<file path="config.mk">
export PLATFORM = sky130hd
export DESIGN_NAME = seven_segment_display_driver_flat
export DESIGN_NICKNAME = d
export VERILOG_FILES = /design/src/hdl/ssd_pkg.sv /design/src/hdl/ssd_if.sv /design/src/hdl/ssd_encode.sv /design/src/hdl/seven_segment_display_driver.sv /design/src/flat_wrapper.sv
export SDC_FILE = /design/constraint.sdc
export NUM_CORES = 1
export LEC_CHECK = 0
export ABC_AREA = 1
export BUFFER_PORTS_ARGS = -buffer_cell sky130_fd_sc_hd__buf_2
export CORE_UTILIZATION = 60
export DETAILED_ROUTE_END_ITERATION = 8
export PLACE_DENSITY = 0.78
export SLEW_MARGIN = 5
export SYNTH_ARGS = -nofsm -noshare
export SYNTH_HDL_FRONTEND = slang
export SYNTH_HIERARCHICAL = 1
export SYNTH_SLANG_ARGS = --single-unit
</file>
<file path="constraint.sdc">
create_clock -name clk -period 9.3 [get_ports clk]
set_clock_uncertainty 0.2 [all_clocks]
set_input_delay 1.86 -clock clk [delete_from_list [all_inputs] [get_ports clk]]
set_output_delay 1.86 -clock clk [all_outputs]
set_load 0.005 [all_outputs]
</file>
<file path="src/hdl/ssd_pkg.sv">
// ----------------------------------------------------------------------------
// Seven-segment driver package
// Shared types, action codes and glyph tables for the display driver.
// ----------------------------------------------------------------------------
package ssd_pkg;

  localparam int unsigned DigitCount = 4;
  localparam int unsigned SegWidth   = 8;
  localparam int unsigned ValueWidth = 14;

  localparam logic [15:0] MaxValue = 16'd9999;

  // Reciprocal multipliers for division by 1000, 100 and 10 of values up to 9999.
  localparam logic [26:0] Recip1000 = 27'd8389;
  localparam logic [25:0] Recip100  = 26'd5243;
  localparam logic [28:0] Recip10   = 29'd52429;

  typedef enum logic [1:0] {
    ACT_REFRESH = 2'd0,
    ACT_NUMBER  = 2'd1,
    ACT_TEXT    = 2'd2,
    ACT_UNUSED  = 2'd3
  } action_t;

  typedef logic [DigitCount-1:0][SegWidth-1:0] seg_row_t;

  typedef struct packed {
    logic [1:0]                         action;
    logic [15:0]                        number_value;
    logic [DigitCount-1:0][7:0]         chars;
  } item_t;

  typedef struct packed {
    logic       valid;
    logic [1:0] action;
    seg_row_t   segs;
  } enc_t;

  function automatic logic [SegWidth-1:0] digit_glyph(input logic [3:0] d);
    logic [SegWidth-1:0] g;
    begin
      case (d)
        4'd0:    g = 8'h3F;
        4'd1:    g = 8'h06;
        4'd2:    g = 8'h5B;
        4'd3:    g = 8'h4F;
        4'd4:    g = 8'h66;
        4'd5:    g = 8'h6D;
        4'd6:    g = 8'h7D;
        4'd7:    g = 8'h07;
        4'd8:    g = 8'h7F;
        4'd9:    g = 8'h6F;
        default: g = 8'h00;
      endcase
      return g;
    end
  endfunction

  function automatic logic [SegWidth-1:0] char_glyph(input logic [7:0] c);
    logic [SegWidth-1:0] g;
    begin
      case (c) inside
        [8'h30:8'h39]: g = digit_glyph(c[3:0]);
        8'h41:   g = 8'h77;  // A
        8'h62:   g = 8'h7C;  // b
        8'h43:   g = 8'h39;  // C
        8'h64:   g = 8'h5E;  // d
        8'h45:   g = 8'h79;  // E
        8'h46:   g = 8'h71;  // F
        8'h47:   g = 8'h3D;  // G
        8'h48:   g = 8'h76;  // H
        8'h49:   g = 8'h06;  // I
        8'h4C:   g = 8'h38;  // L
        8'h6E:   g = 8'h54;  // n
        8'h4F:   g = 8'h3F;  // O
        8'h6F:   g = 8'h5C;  // o
        8'h50:   g = 8'h73;  // P
        8'h72:   g = 8'h50;  // r
        8'h55:   g = 8'h3E;  // U
        8'h2D:   g = 8'h40;  // -
        default: g = 8'h00;
      endcase
      return g;
    end
  endfunction

endpackage

</file>
<file path="src/hdl/ssd_if.sv">
// ----------------------------------------------------------------------------
// Seven-segment driver channels
// Valid/ready channels for items, results and the configuration register.
// ----------------------------------------------------------------------------
interface ssd_item_if;
  logic       valid;
  logic       ready;
  logic [1:0] action;
  logic [15:0] number_value;
  logic [7:0] char_first;
  logic [7:0] char_second;
  logic [7:0] char_third;
  logic [7:0] char_fourth;

  modport source (
    output valid, action, number_value, char_first, char_second, char_third, char_fourth,
    input  ready
  );
  modport sink (
    input  valid, action, number_value, char_first, char_second, char_third, char_fourth,
    output ready
  );
endinterface

interface ssd_result_if;
  logic       valid;
  logic       ready;
  logic [7:0] segment_lines;
  logic [1:0] digit_select;

  modport source (output valid, segment_lines, digit_select, input ready);
  modport sink (input valid, segment_lines, digit_select, output ready);
endinterface

interface ssd_cfg_if;
  logic valid;
  logic ready;
  logic segments_active_low;

  modport source (output valid, segments_active_low, input ready);
  modport sink (input valid, segments_active_low, output ready);
endinterface

</file>
<file path="src/hdl/ssd_encode.sv">
// ----------------------------------------------------------------------------
// Seven-segment encoder
// Turns a number or four characters into four segment bytes over one stage.
// ----------------------------------------------------------------------------
module ssd_encode (
  input  logic          clk,
  input  logic          rst,
  input  logic          advance,
  input  logic          in_valid,
  input  ssd_pkg::item_t item,
  output ssd_pkg::enc_t  enc
);

  logic [ssd_pkg::ValueWidth-1:0] sat_value;
  logic [26:0] prod1000;
  logic [25:0] prod100;
  logic [28:0] prod10;

  logic                           valid;
  logic [1:0]                     action;
  logic [ssd_pkg::ValueWidth-1:0] value;
  logic [3:0]                     q1000;
  logic [6:0]                     q100;
  logic [9:0]                     q10;
  ssd_pkg::seg_row_t              text_segs;

  logic [6:0]  rem2;
  logic [9:0]  rem1;
  logic [13:0] rem0;
  logic [3:0]  d3, d2, d1, d0;
  ssd_pkg::seg_row_t num_segs;

  assign sat_value = (item.number_value > ssd_pkg::MaxValue) ?
                     ssd_pkg::MaxValue[ssd_pkg::ValueWidth-1:0] :
                     item.number_value[ssd_pkg::ValueWidth-1:0];

  assign prod1000 = 27'(sat_value) * ssd_pkg::Recip1000;
  assign prod100  = 26'(sat_value) * ssd_pkg::Recip100;
  assign prod10   = 29'(sat_value) * ssd_pkg::Recip10;

  always_ff @(posedge clk) begin
    if (rst) begin
      valid <= 1'b0;
    end else if (advance) begin
      valid <= in_valid;
    end
    if (advance) begin
      action <= item.action;
      value  <= sat_value;
      q1000  <= prod1000[26:23];
      q100   <= prod100[25:19];
      q10    <= prod10[28:19];
      for (int i = 0; i < ssd_pkg::DigitCount; i++) begin
        text_segs[i] <= ssd_pkg::char_glyph(item.chars[i]);
      end
    end
  end

  // Each digit below the thousands is the quotient at its weight less ten times the next larger quotient.
  assign rem2 = q100 - {q1000, 3'b000} - {2'b00, q1000, 1'b0};
  assign rem1 = q10 - {q100, 3'b000} - {2'b00, q100, 1'b0};
  assign rem0 = value - {1'b0, q10, 3'b000} - {3'b000, q10, 1'b0};

  assign d3 = q1000;
  assign d2 = rem2[3:0];
  assign d1 = rem1[3:0];
  assign d0 = rem0[3:0];

  always_comb begin
    num_segs[0] = (d3 != 4'd0) ? ssd_pkg::digit_glyph(d3) : '0;
    num_segs[1] = (d3 != 4'd0 || d2 != 4'd0) ? ssd_pkg::digit_glyph(d2) : '0;
    num_segs[2] = (d3 != 4'd0 || d2 != 4'd0 || d1 != 4'd0) ?
                  ssd_pkg::digit_glyph(d1) : '0;
    num_segs[3] = ssd_pkg::digit_glyph(d0);
  end

  always_comb begin
    enc.valid  = valid;
    enc.action = action;
    case (action)
      ssd_pkg::ACT_NUMBER: enc.segs = num_segs;
      ssd_pkg::ACT_TEXT:   enc.segs = text_segs;
      default:             enc.segs = '0;
    endcase
  end

endmodule

</file>
<file path="src/hdl/seven_segment_display_driver.sv">
// ----------------------------------------------------------------------------
// Seven-segment display driver
// Four-digit multiplexed seven-segment driver with number and text writes.
// ----------------------------------------------------------------------------
// The item channel carries an action: a refresh tick, a number write or a
// four-character text write. Writes update the four-byte segment buffer and
// produce nothing on the result channel. Each refresh tick produces one
// result with the bit-reversed pattern of the digit at the scan position and
// its two-bit select code, then moves the scan position on by one.
// The configuration channel writes the active-low flag, which inverts the
// segment lines; it is always ready and should only be written while idle.
// An item goes through an input register, an encode register and the result
// register before its result is offered. The pipeline takes one item per
// cycle while the result channel is not stalled. When the receiver holds
// ready low with a result pending, the whole pipeline holds and item ready
// drops in the same cycle. Reset blanks the buffer, clears the scan position
// and flag, and empties the pipeline.
// ----------------------------------------------------------------------------
module seven_segment_display_driver (
  input  logic               clk,
  input  logic               rst,
  ssd_item_if.sink           item,
  ssd_result_if.source       result,
  ssd_cfg_if.sink            cfg
);

  logic              advance;
  logic              s1_valid;
  ssd_pkg::item_t    s1_item;
  ssd_pkg::enc_t     enc;

  ssd_pkg::seg_row_t segment_buffer;
  logic [1:0]        scan_position;
  logic              active_low;

  logic              result_valid;
  logic [7:0]        segment_lines;
  logic [1:0]        digit_select;
  logic [7:0]        lines_rev;
  logic [7:0]        lines_next;

  assign advance    = !result_valid || result.ready;
  assign item.ready = advance;
  assign cfg.ready  = 1'b1;

  always_ff @(posedge clk) begin
    if (rst) begin
      s1_valid <= 1'b0;
    end else if (advance) begin
      s1_valid <= item.valid;
    end
    if (advance) begin
      s1_item.action       <= item.action;
      s1_item.number_value <= item.number_value;
      s1_item.chars[0]     <= item.char_first;
      s1_item.chars[1]     <= item.char_second;
      s1_item.chars[2]     <= item.char_third;
      s1_item.chars[3]     <= item.char_fourth;
    end
  end

  ssd_encode u_encode (
    .clk      (clk),
    .rst      (rst),
    .advance  (advance),
    .in_valid (s1_valid),
    .item     (s1_item),
    .enc      (enc)
  );

  assign lines_rev  = {<<{segment_buffer[scan_position]}};
  assign lines_next = lines_rev ^ {8{active_low}};

  always_ff @(posedge clk) begin
    if (rst) begin
      active_low     <= 1'b0;
      segment_buffer <= '0;
      scan_position  <= 2'd0;
      result_valid   <= 1'b0;
    end else begin
      if (cfg.valid) begin
        active_low <= cfg.segments_active_low;
      end
      if (advance) begin
        result_valid <= 1'b0;
        if (enc.valid) begin
          case (enc.action)
            ssd_pkg::ACT_REFRESH: begin
              result_valid  <= 1'b1;
              segment_lines <= lines_next;
              digit_select  <= scan_position;
              scan_position <= scan_position + 2'd1;
            end
            ssd_pkg::ACT_NUMBER, ssd_pkg::ACT_TEXT: begin
              segment_buffer <= enc.segs;
            end
            default: begin
            end
          endcase
        end
      end
    end
  end

  assign result.valid         = result_valid;
  assign result.segment_lines = segment_lines;
  assign result.digit_select  = digit_select;

endmodule
</file>
<file path="src/flat_wrapper.sv">
// flat-port wrapper written by rule: the top's interface ports become plain ports
module seven_segment_display_driver_flat 
  (clk, rst, item_valid, item_action, item_number_value, item_char_first, item_char_second, item_char_third, item_char_fourth, item_ready, result_valid, result_segment_lines, result_digit_select, result_ready, cfg_valid, cfg_segments_active_low, cfg_ready);
  ssd_item_if item_i ();
  ssd_result_if result_i ();
  ssd_cfg_if cfg_i ();
  input  logic clk;
  input  logic rst;
  input wire logic [$bits(item_i.valid)-1:0] item_valid;
  input wire logic [$bits(item_i.action)-1:0] item_action;
  input wire logic [$bits(item_i.number_value)-1:0] item_number_value;
  input wire logic [$bits(item_i.char_first)-1:0] item_char_first;
  input wire logic [$bits(item_i.char_second)-1:0] item_char_second;
  input wire logic [$bits(item_i.char_third)-1:0] item_char_third;
  input wire logic [$bits(item_i.char_fourth)-1:0] item_char_fourth;
  output wire logic [$bits(item_i.ready)-1:0] item_ready;
  output wire logic [$bits(result_i.valid)-1:0] result_valid;
  output wire logic [$bits(result_i.segment_lines)-1:0] result_segment_lines;
  output wire logic [$bits(result_i.digit_select)-1:0] result_digit_select;
  input wire logic [$bits(result_i.ready)-1:0] result_ready;
  input wire logic [$bits(cfg_i.valid)-1:0] cfg_valid;
  input wire logic [$bits(cfg_i.segments_active_low)-1:0] cfg_segments_active_low;
  output wire logic [$bits(cfg_i.ready)-1:0] cfg_ready;
  assign item_i.valid = item_valid;
  assign item_i.action = item_action;
  assign item_i.number_value = item_number_value;
  assign item_i.char_first = item_char_first;
  assign item_i.char_second = item_char_second;
  assign item_i.char_third = item_char_third;
  assign item_i.char_fourth = item_char_fourth;
  assign item_ready = item_i.ready;
  assign result_valid = result_i.valid;
  assign result_segment_lines = result_i.segment_lines;
  assign result_digit_select = result_i.digit_select;
  assign result_i.ready = result_ready;
  assign cfg_i.valid = cfg_valid;
  assign cfg_i.segments_active_low = cfg_segments_active_low;
  assign cfg_ready = cfg_i.ready;
  seven_segment_display_driver u_core (.clk(clk), .rst(rst), .item(item_i), .result(result_i), .cfg(cfg_i));
endmodule
</file>
* After elaboration in Yosys (flattened, before gate mapping)
Memories as Yosys holds them, arrays and structs flattened. A register that Yosys moved wholly into a read port is not among the register bits.
Index checks and enable logic that the tools add are counted.
** Storage, ports and cells
- Flip-flop bits (word level) :: 148
- ROM bits :: 896
- Logic and storage cells :: 228
- Memories kept :: 8
** Memory list
- (name not given) :: depth 16, width 7, read ports 1, clocked after Yosys merged registers in 1, write ports 0, RTL line ssd_pkg.sv:42 : case (d)
- (name not given) :: depth 16, width 7, read ports 1, clocked after Yosys merged registers in 0, write ports 0, RTL line ssd_pkg.sv:42
- (name not given) :: depth 16, width 7, read ports 1, clocked after Yosys merged registers in 0, write ports 0, RTL line ssd_pkg.sv:42
- (name not given) :: depth 16, width 7, read ports 1, clocked after Yosys merged registers in 0, write ports 0, RTL line ssd_pkg.sv:42
- (name not given) :: depth 16, width 7, read ports 1, clocked after Yosys merged registers in 1, write ports 0, RTL line ssd_pkg.sv:42
- (name not given) :: depth 16, width 7, read ports 1, clocked after Yosys merged registers in 1, write ports 0, RTL line ssd_pkg.sv:42
- 2 more memories
** Cells by class
- Add/subtract/negate cells :: 7
- Multiply operators :: 3
- Magnitude comparators :: 10
- Equality and inequality tests :: 70
- Multiplexer cells :: 86
- Bitwise operators :: 2
- Reductions and logical operators :: 16
** Operator list (number)
- 8-bit by 7-bit == test with 1-bit output, second input constant :: 64
- 7-bit 2-to-1 mux :: 41
- 8-bit 2-to-1 mux :: 35
- 32-bit case mux with 2 select lines :: 1
- 8-bit by 6-bit == test with 1-bit output, second input constant :: 4
- 8-bit by 6-bit greater-or-equal comparator with 1-bit output, second input constant :: 4
- 8-bit by 6-bit <= comparator with 1-bit output, second input constant :: 4
- 14-bit by 14-bit multiplier with 27-bit output, second input constant :: 1
- 4-bit subtractor :: 6
- 14-bit by 13-bit multiplier with 23-bit output, second input constant :: 1
- 14-bit by 16-bit multiplier with 23-bit output, second input constant :: 1
- 4-bit 2-to-1 mux :: 5
- 8-bit binary-select mux with 2-bit select :: 1
- 16-bit by 14-bit greater-than comparator with 1-bit output, second input constant :: 1
- 14-bit 2-to-1 mux :: 1
- 4-bit nonzero test :: 3
- 8-bit XOR :: 1
- 3-bit AND reduction :: 2
- 1-bit logical AND :: 4
- 4-bit AND reduction :: 1
- 1-bit logical OR :: 3
- 2-bit by 3-bit less-than comparator with 1-bit output, second input constant :: 1
- 2-bit by 1-bit adder with 2-bit output, second input constant :: 1
- 2-bit by 1-bit == test with 1-bit output, second input constant :: 1
- other kinds (6) :: 7

* Depth between registers and ports, before layout
Gate-level depths: netlist of run 1.
- Word-level depth :: 19
- Mapped depth :: 36

* Cells and area by module
The synthesis of run 1 kept the hierarchy.
** Modules (own cells, without submodules)
- ssd_encode :: instances 1, cells an instance 1863, area each 13802.0 sq um
- seven_segment_display_driver :: instances 1, cells an instance 323, area each 3614.7 sq um

* Least setup slack after synthesis of run 1
OpenSTA, ideal clock, no wires.
- Path type :: reg-to-reg
- From :: register u_core/s1_item[43] (netlist bit)
- To :: register with a tool-made name
- Arrival time :: 5.712 ns
- Path slack :: 3.273 ns
- Cell stages (with the launch flop) :: 28
- Period minus slack after synthesis :: 6.027 ns
- Cells stage by stage :: edfxtp_1 -> inv_1 -> nand2_2 -> a21oi_4 -> nand2_2 -> buf_4 -> nor2_1 -> inv_1 -> ha_1 -> ha_1 -> ha_1 -> fa_1 -> fa_1 -> ha_1 -> ha_1 -> a21oi_1 -> o21ai_0 -> a21oi_1 -> nand3_1 -> xor2_1 -> nand2_1 -> nand2_1 -> inv_1 -> ha_1 -> inv_1 -> nand3_1 -> nand2_1 -> nand2_1
** RTL lines
- start, declared :: RTL line seven_segment_display_driver.sv:29 : ssd_pkg::item_t s1_item;

==> qor.csv, run 1 <==
stage;metric;value;unit
run_status;status;completed;
yosys;largest family of logic cells by synthesized area;adder cells;
clocking;CTS Buf Count;17;
clocking;clk buf depth;2;
routing;DR iter-0 viols;1245;
timing;Slew Limit Headroom;28.2;%
routing;DRC Markers;0;
timing;Setup-failing EPs final;0;
grt;gr ovfl total;0;
worst_setup_path;slowest CP cell;nor2_1;
pwr;final total power;3.86;mW
yosys;mux cell area share after synthesis;0;%
cells_and_area;Area Growth Syn to Fin;6.95;%
routing;vias after detailed routing;14298;
timing;Worst-Margin Slew;1.07;ns
cells_and_area;nets@finish;2688;
timing;Slew Limit Fails;0;
clocking;Resized cells post-CTS;0;
yosys;Unique masters post-synth;57;
routing;antenna-violating nets left;0;
die;Die Y;172;um
pwr;worst vdd ir;173;uV
timing;Fin. Hold Viols;0;
worst_setup_path;Setup crit start kind;flop;
timing;Setup TNS Final;0;ns
placed_design;Port Buffers;67;
yosys;top-area cell type share of the netlist area;19.5;%
grt;GR Util All Layers;31.0;%
timing;RSZ-0062 raised after global routing;false;
worst_setup_path;critical path class;reg -> reg;
die;core area;28600;um2
routing;Routed WL;43800;um
min_path;HP Class;reg -> reg;
yosys;synth top area cells;ha_1 (19%), edfxtp_1 (18%), fa_1 (14%);
worst_setup_path;largest stage delay on the critical path;0.88;ns
clocking;clock latency on the worst-skew pair;0.44;ns
yosys;synthesized cell area;17400;um2
clocking;clock sink count;151;
cells_and_area;diode count;0;
yosys;Synth Area in Adders;33.0;%
timing;crit share post-route;78.9;%
die;initial core utilization;60.8;%
die;die width;172;um
worst_setup_path;critical path fanouts, max;15;
yosys;average cell area after synthesis;7.97;um2
clocking;post-CTS repair timing setup buffer count;0;
grt;global-route wire length before repair;70100;um
clocking;Worst-path clk slew;0.06;ns
yosys;Post-Syn Instances;2186;
die;DIE AREA;29700;um2
worst_setup_path;Worst Path Buf+Inv;8;
yosys;prevailing post-synth register cell;edfxtp_1;
placed_design;post-DP HPWL;36400;um
pwr;Pwr per Cell Area;207;nW/um2
yosys;sequential area share after synthesis;23.4;%
cells_and_area;share of layout cells above drive strength 1;7.14;%
yosys;async set-reset flop share out of synthesis;0;%
grt;antenna violations before repair;0;
timing;crit path time final;7.33;ns
die;io pins;69;
clocking;hold buffers post-CTS;0;
timing;f_max;136;MHz
pwr;leakage;9.72;nW
clocking;H-tree levels;4;
worst_setup_path;start of the worst register-to-register path;u_core/s1_item[43];
worst_setup_path;most used cell, CP;inv_1;
routing;detailed-route vias per instance;5.42;
yosys;post-synthesis xor/xnor area fraction;2.36;%
worst_setup_path;crit path launch;u_core/s1_item[43];
placed_design;Final GP Congestion;0.996;
run;max-cap check violation count;0;
yosys;EDFF count, synth;106;
yosys;Synth warnings;6;
yosys;Post-synth top cells;inv_1 (473), nand2_1 (359), ha_1 (271);
clocking;CTS tree;built;
yosys;most common cell in the synthesized netlist;inv_1;
routing;DR pass1 iterations;5;
grt;vias in the first global route;13709;
yosys;post-synthesis compound-gate area fraction;8.80;%
worst_setup_path;CP Data Arrival Time;7.52;ns
yosys;register bit total from synthesis;151;
worst_setup_path;Crit path max-delay family;adder cells;
worst_setup_path;r2r setup slk;1.97;ns
worst_setup_path;Critical Path End Type;flop;
yosys;simple-gate share of the synthesized area;20.6;%
clocking;clock root buffer;clkbuf_16;
routing;drt wl/cell;16.6;um
grt;pin count of the biggest net entering global routing;71;
min_path;Worst Min Path Start;u_core/s1_item[49];
worst_setup_path;CP Data Required Time;9.48;ns
yosys;leading area contributor after synthesis;ha_1;
die;site row count;62;
-- worst paths after layout --
| path | end | cells past startpoint |
|---|---|---|
| worst min-delay path | u_core/u_encode/action[1] | 0 |
| worst max-delay path | flop | 32 |
| worst min register to register | u_core/u_encode/action[1] | 0 |
| worst max register to register | flop | 32 |
-- cells in the final DEF (no fill, tap or decap), types with 4 or more instances in the layout --
| cell type | synthesis | layout |
|---|---|---|
| clkbuf_16 | 0 | 19 |
| o21ai_0 | 86 | 86 |
| o22ai_1 | 4 | 4 |
| nor4_1 | 15 | 15 |
| inv_1 | 473 | 473 |
| conb_1 | 3 | 7 |
| nand2_4 | 4 | 4 |
| edfxtp_1 | 106 | 106 |
| o21bai_1 | 9 | 9 |
| dfxtp_1 | 45 | 45 |
| xnor2_1 | 18 | 18 |
| nand2_2 | 5 | 5 |
| a211oi_1 | 6 | 6 |
| nor2_2 | 8 | 8 |
| buf_2 | 6 | 67 |
| a41oi_1 | 4 | 4 |
| a21o_1 | 12 | 12 |
| and2_1 | 4 | 4 |
| fa_1 | 118 | 118 |
| o21ai_1 | 6 | 6 |
| clkinv_4 | 0 | 4 |
| nand4_1 | 19 | 19 |
| o211ai_1 | 7 | 7 |
| or2_2 | 14 | 14 |
| a31oi_1 | 12 | 12 |
| nor2_1 | 210 | 210 |
| clkinv_2 | 1 | 5 |
| ha_1 | 271 | 271 |
| o21a_1 | 4 | 4 |
| nand3_2 | 13 | 13 |
| inv_2 | 5 | 5 |
| nand3_1 | 88 | 88 |
| nor3_1 | 60 | 60 |
| a21oi_1 | 102 | 102 |
| nand2_1 | 359 | 359 |
| xor2_1 | 29 | 29 |
-- layer usage --
metal	track usage, %	wire length (um)	vias to the layer above
met3	5.61	3110	51
li1	-	-	7108
met4	7.39	781	0
met5	0	0	-
met2	47.4	19000	504
met1	45.2	20900	6635
-- area by class of cell --
cell class	instances	area (um2)
multi-input combinational	1521	11300
fill	2497	10000
sequential	151	4080
inverter	483	1820
clock buffer	22	497
tap	384	480
timing repair buffer	69	350
clock inverter	10	92.6
-- report_power, final --
group / switching [mW] / internal (mW) / leakage (nW)
Sequential: 0.0562 / 0.808 / 1.51
Combinational: 1.42 / 0.881 / 7.92
Clock: 0.280 / 0.407 / 0.290
-- worst reg2reg max path, delay by kind of cell, from the launching register on --
kind | cells | cell delay (ns)
AND/OR/NAND/NOR | 15 | 2.45
AO/OA/AOI/OAI | 1 | 0.17
buffers and inverters | 8 | 0.94
flip-flops | 1 | 0.46
adder cells (fa/ha/maj) | 8 | 3.08
-- stage by stage --
step                      util (%)  instance area, um2  std cells  setup WS [ns]  hold slack (ns)
after global routing          65.1               18600       2640           1.47            0.240
after global placement        63.0               18000       2608           2.16            0.213
final                         65.1               18600       2640           1.97            0.230
after floorplan                  -               17400       2190           3.27            0.200
after detailed placement      63.0               18000       2608           2.09            0.213
after CTS                     65.1               18600       2640           2.05            0.236
-- state kept, by name, summed over array words and instances, names as in the netlist, named ones only --
register                     count
u_core/u_encode/text_segs       28
u_core/s1_valid                  1
u_core/s1_item                  50
u_core/active_low                1
u_core/u_encode/action           2
u_core/u_encode/valid            1
u_core/segment_buffer           32
u_core/u_encode/value            4
u_core/result.digit_select       2
u_core/u_encode/q100             4
u_core/u_encode/q10              4
u_core/u_encode/d3               4
u_core/result.valid              1
u_core/result.segment_lines      8
u_core/scan_position             2
-- logic make-up after synthesis --
logic type                 Yosys count
AOI/OAI and AO/OA                  268
xor gates and xnor gates            47
adders and majority gates          389
buffers and inverters              518
DFF                                151
other                                3
and+or+nand+nor                    810
No activity file was read; power rests on OpenSTA's default activity.
==> run 2, diff against run 1 <==
- clock period: 9.3 -> 6.75 ns (I/O delays scaled with it)
==> run 2 against run 1 <==
  * First-iteration DRC count is 1.1% higher
  * Clock power is 37% higher
  * Design area is 0.83% higher
  * Sequential share of layout area is 0.18 points lower
  * Fmax is 15% higher
  * Core utilization is 0.54 points higher
  * Largest cell class unchanged
==> qor.csv, run 2 (synthesis gave the netlist of run 1 again) <==
stage;metric;value;unit
worst_setup_path;r2r endpoint;u_core/u_encode/q10[1];
cells_and_area;Filler Cell Count;2404;
timing;f_max;156;MHz
clocking;clock latency on the worst-skew pair;0.44;ns
min_path;Hold Path Depth;0;
placed_design;Port Buffers;67;
cells_and_area;most frequent cells in the layout;inv_1 (473), nand2_1 (359), ha_1 (271);
timing;Setup TNS Final;0;ns
grt;antenna violations before repair;0;
worst_setup_path;Critical Path End Type;flop;
routing;DR iter-0 viols;1259;
cells_and_area;Reg with most FFs;u_core/s1_item;
pwr;Pwr per Cell Area;283;nW/um2
worst_setup_path;r2r setup slk;0.35;ns
min_path;Worst Hold End;u_core/u_encode/action[0];
run;max-cap check violation count;0;
routing;DR pass1 iterations;5;
die;site row count;62;
clocking;clk buf depth;2;
die;io pins;69;
cells_and_area;Area Growth Syn to Fin;7.83;%
cells_and_area;nets@finish;2710;
cells_and_area;share of layout cells above drive strength 1;8.08;%
cells_and_area;max FFs per register;50;
routing;Routed WL;44600;um
die;core area;28600;um2
placed_design;pre-CTS WS;0.292;ns
placed_design;post-DP HPWL;36900;um
cells_and_area;Reg area;4080;um2
die;initial core utilization;60.8;%
cells_and_area;commonest non-fill, non-tap cell in the layout;inv_1;
die;Die Y;172;um
die;die width;172;um
pwr;worst vdd ir;242;uV
clocking;clock sink count;151;
clocking;clock root buffer;clkbuf_16;
placed_design;dpl cell area;18200;um2
timing;Slew Limit Fails;0;
cells_and_area;Largest regs;u_core/s1_item x50, u_core/segment_buffer x32, u_core/u_encode/text_segs x28;
routing;detailed-route vias per instance;5.48;
grt;gr ovfl total;0;
grt;GR Util All Layers;31.5;%
clocking;Worst-path clk slew;0.06;ns
routing;antenna-violating nets left;0;
worst_setup_path;critical path class;reg -> reg;
timing;Fin. Hold Viols;0;
cells_and_area;finished layout cell area;18800;um2
timing;Setup-failing EPs final;0;
min_path;HP Class;reg -> reg;
clocking;hold buffers post-CTS;0;
timing;crit share post-route;94.9;%
worst_setup_path;CP Data Required Time;6.73;ns
routing;DRC Markers;0;
min_path;Worst Min Path Start;u_core/s1_item[48];
timing;Worst-Margin Slew;1.08;ns
clocking;H-tree levels;4;
run_status;status;completed;
cells_and_area;multi-input logic area;11300;um2
placed_design;Final GP Congestion;1.05;
routing;drt wl/cell;16.7;um
worst_setup_path;critical path fanouts, max;15;
die;DIE AREA;29700;um2
timing;setup ws final;0.345;ns
worst_setup_path;CP Data Arrival Time;6.38;ns
pwr;final total power;5.32;mW
timing;crit path time final;6.40;ns
pwr;leakage;9.82;nW
clocking;CTS Buf Count;17;
worst_setup_path;Setup crit start kind;flop;
worst_setup_path;start of the worst register-to-register path;u_core/s1_item[43];
grt;vias in the first global route;14075;
cells_and_area;diode count;0;
grt;pin count of the biggest net entering global routing;52;
routing;vias after detailed routing;14579;
timing;Slew Limit Headroom;28.1;%
grt;global-route wire length before repair;71800;um
timing;RSZ-0062 raised after global routing;false;
worst_setup_path;r2r worst-path depth;25;
clocking;CTS tree;built;
run 2: worst max path at each step:
stage	endpoint	from	depth (start not counted)	slack, ns
6_report	u_core/u_encode/q10[1]	u_core/s1_item[43]	25	0.35
5_1_grt	flop	u_core/s1_item[43]	32	0.007
4_1_cts	flop	u_core/s1_item[43]	32	0.22
3_5_place_dp	flop	u_core/s1_item[43]	32	0.29
3_3_place_gp	u_core/u_encode/q10[1]	u_core/s1_item[40]	24	0.44
2_1_floorplan	flop	u_core/s1_item[43]	27	0.72
run 2: metal layers:
| layer | GRT usage (%) | share of wire (%) | routed length, um |
|---|---|---|---|
| met4 | 6.19 | 1.2 | 539 |
| met2 | 49.9 | 44 | 19800 |
| met1 | 44.9 | 47 | 21000 |
| met3 | 5.70 | 7.3 | 3240 |
| met5 | 0 | 0 | 0 |
run 2: critical path, cell delays in order, from the launching register on:
cell,delay [ns]
edfxtp_1,0.47
inv_1,0.11
nand2_2,0.10
nor2_2,0.11
nand3_2,0.12
nand2_4,0.23
inv_1,0.17
nand2_1,0.15
inv_1,0.12
ha_1,0.44
ha_1,0.42
inv_1,0.12
fa_1,0.55
inv_1,0.06
fa_1,0.52
inv_1,0.05
fa_1,0.51
inv_1,0.04
ha_1,0.29
ha_1,0.35
nand2_1,0.09
or2_2,0.31
a41oi_1,0.28
nor2_1,0.06
o21ai_0,0.20
xor2_1,0.09
run 2: through the flow:
step                util, %  hold WS (ns)  instances
floorplan                 -         0.200       2190
global placement       63.5         0.217       2626
detailed placement     63.5         0.210       2626
CTS                    65.5         0.230       2658
global route           65.6         0.230       2662
finish                 65.6         0.228       2662
run 2: cell type report:
class | instances | area share, %
well taps | 384 | 2.56
clock buffers | 20 | 2.44
flip-flops and latches | 151 | 21.7
repair buffers | 91 | 2.74
inverters | 483 | 9.69
clock inverters | 12 | 0.600
multi-input cells | 1521 | 60.2
run 2: power by group:
group,internal (mW),switching [mW]
clock,0.534,0.405
sequential,1.11,0.0771
combinational,1.22,1.97
run 2: what timing repair did:
item / CTS / global route
setup buffers: 0 / 4
setup endpoints to repair: 0 / 7
gates resized for setup: 0 / 2
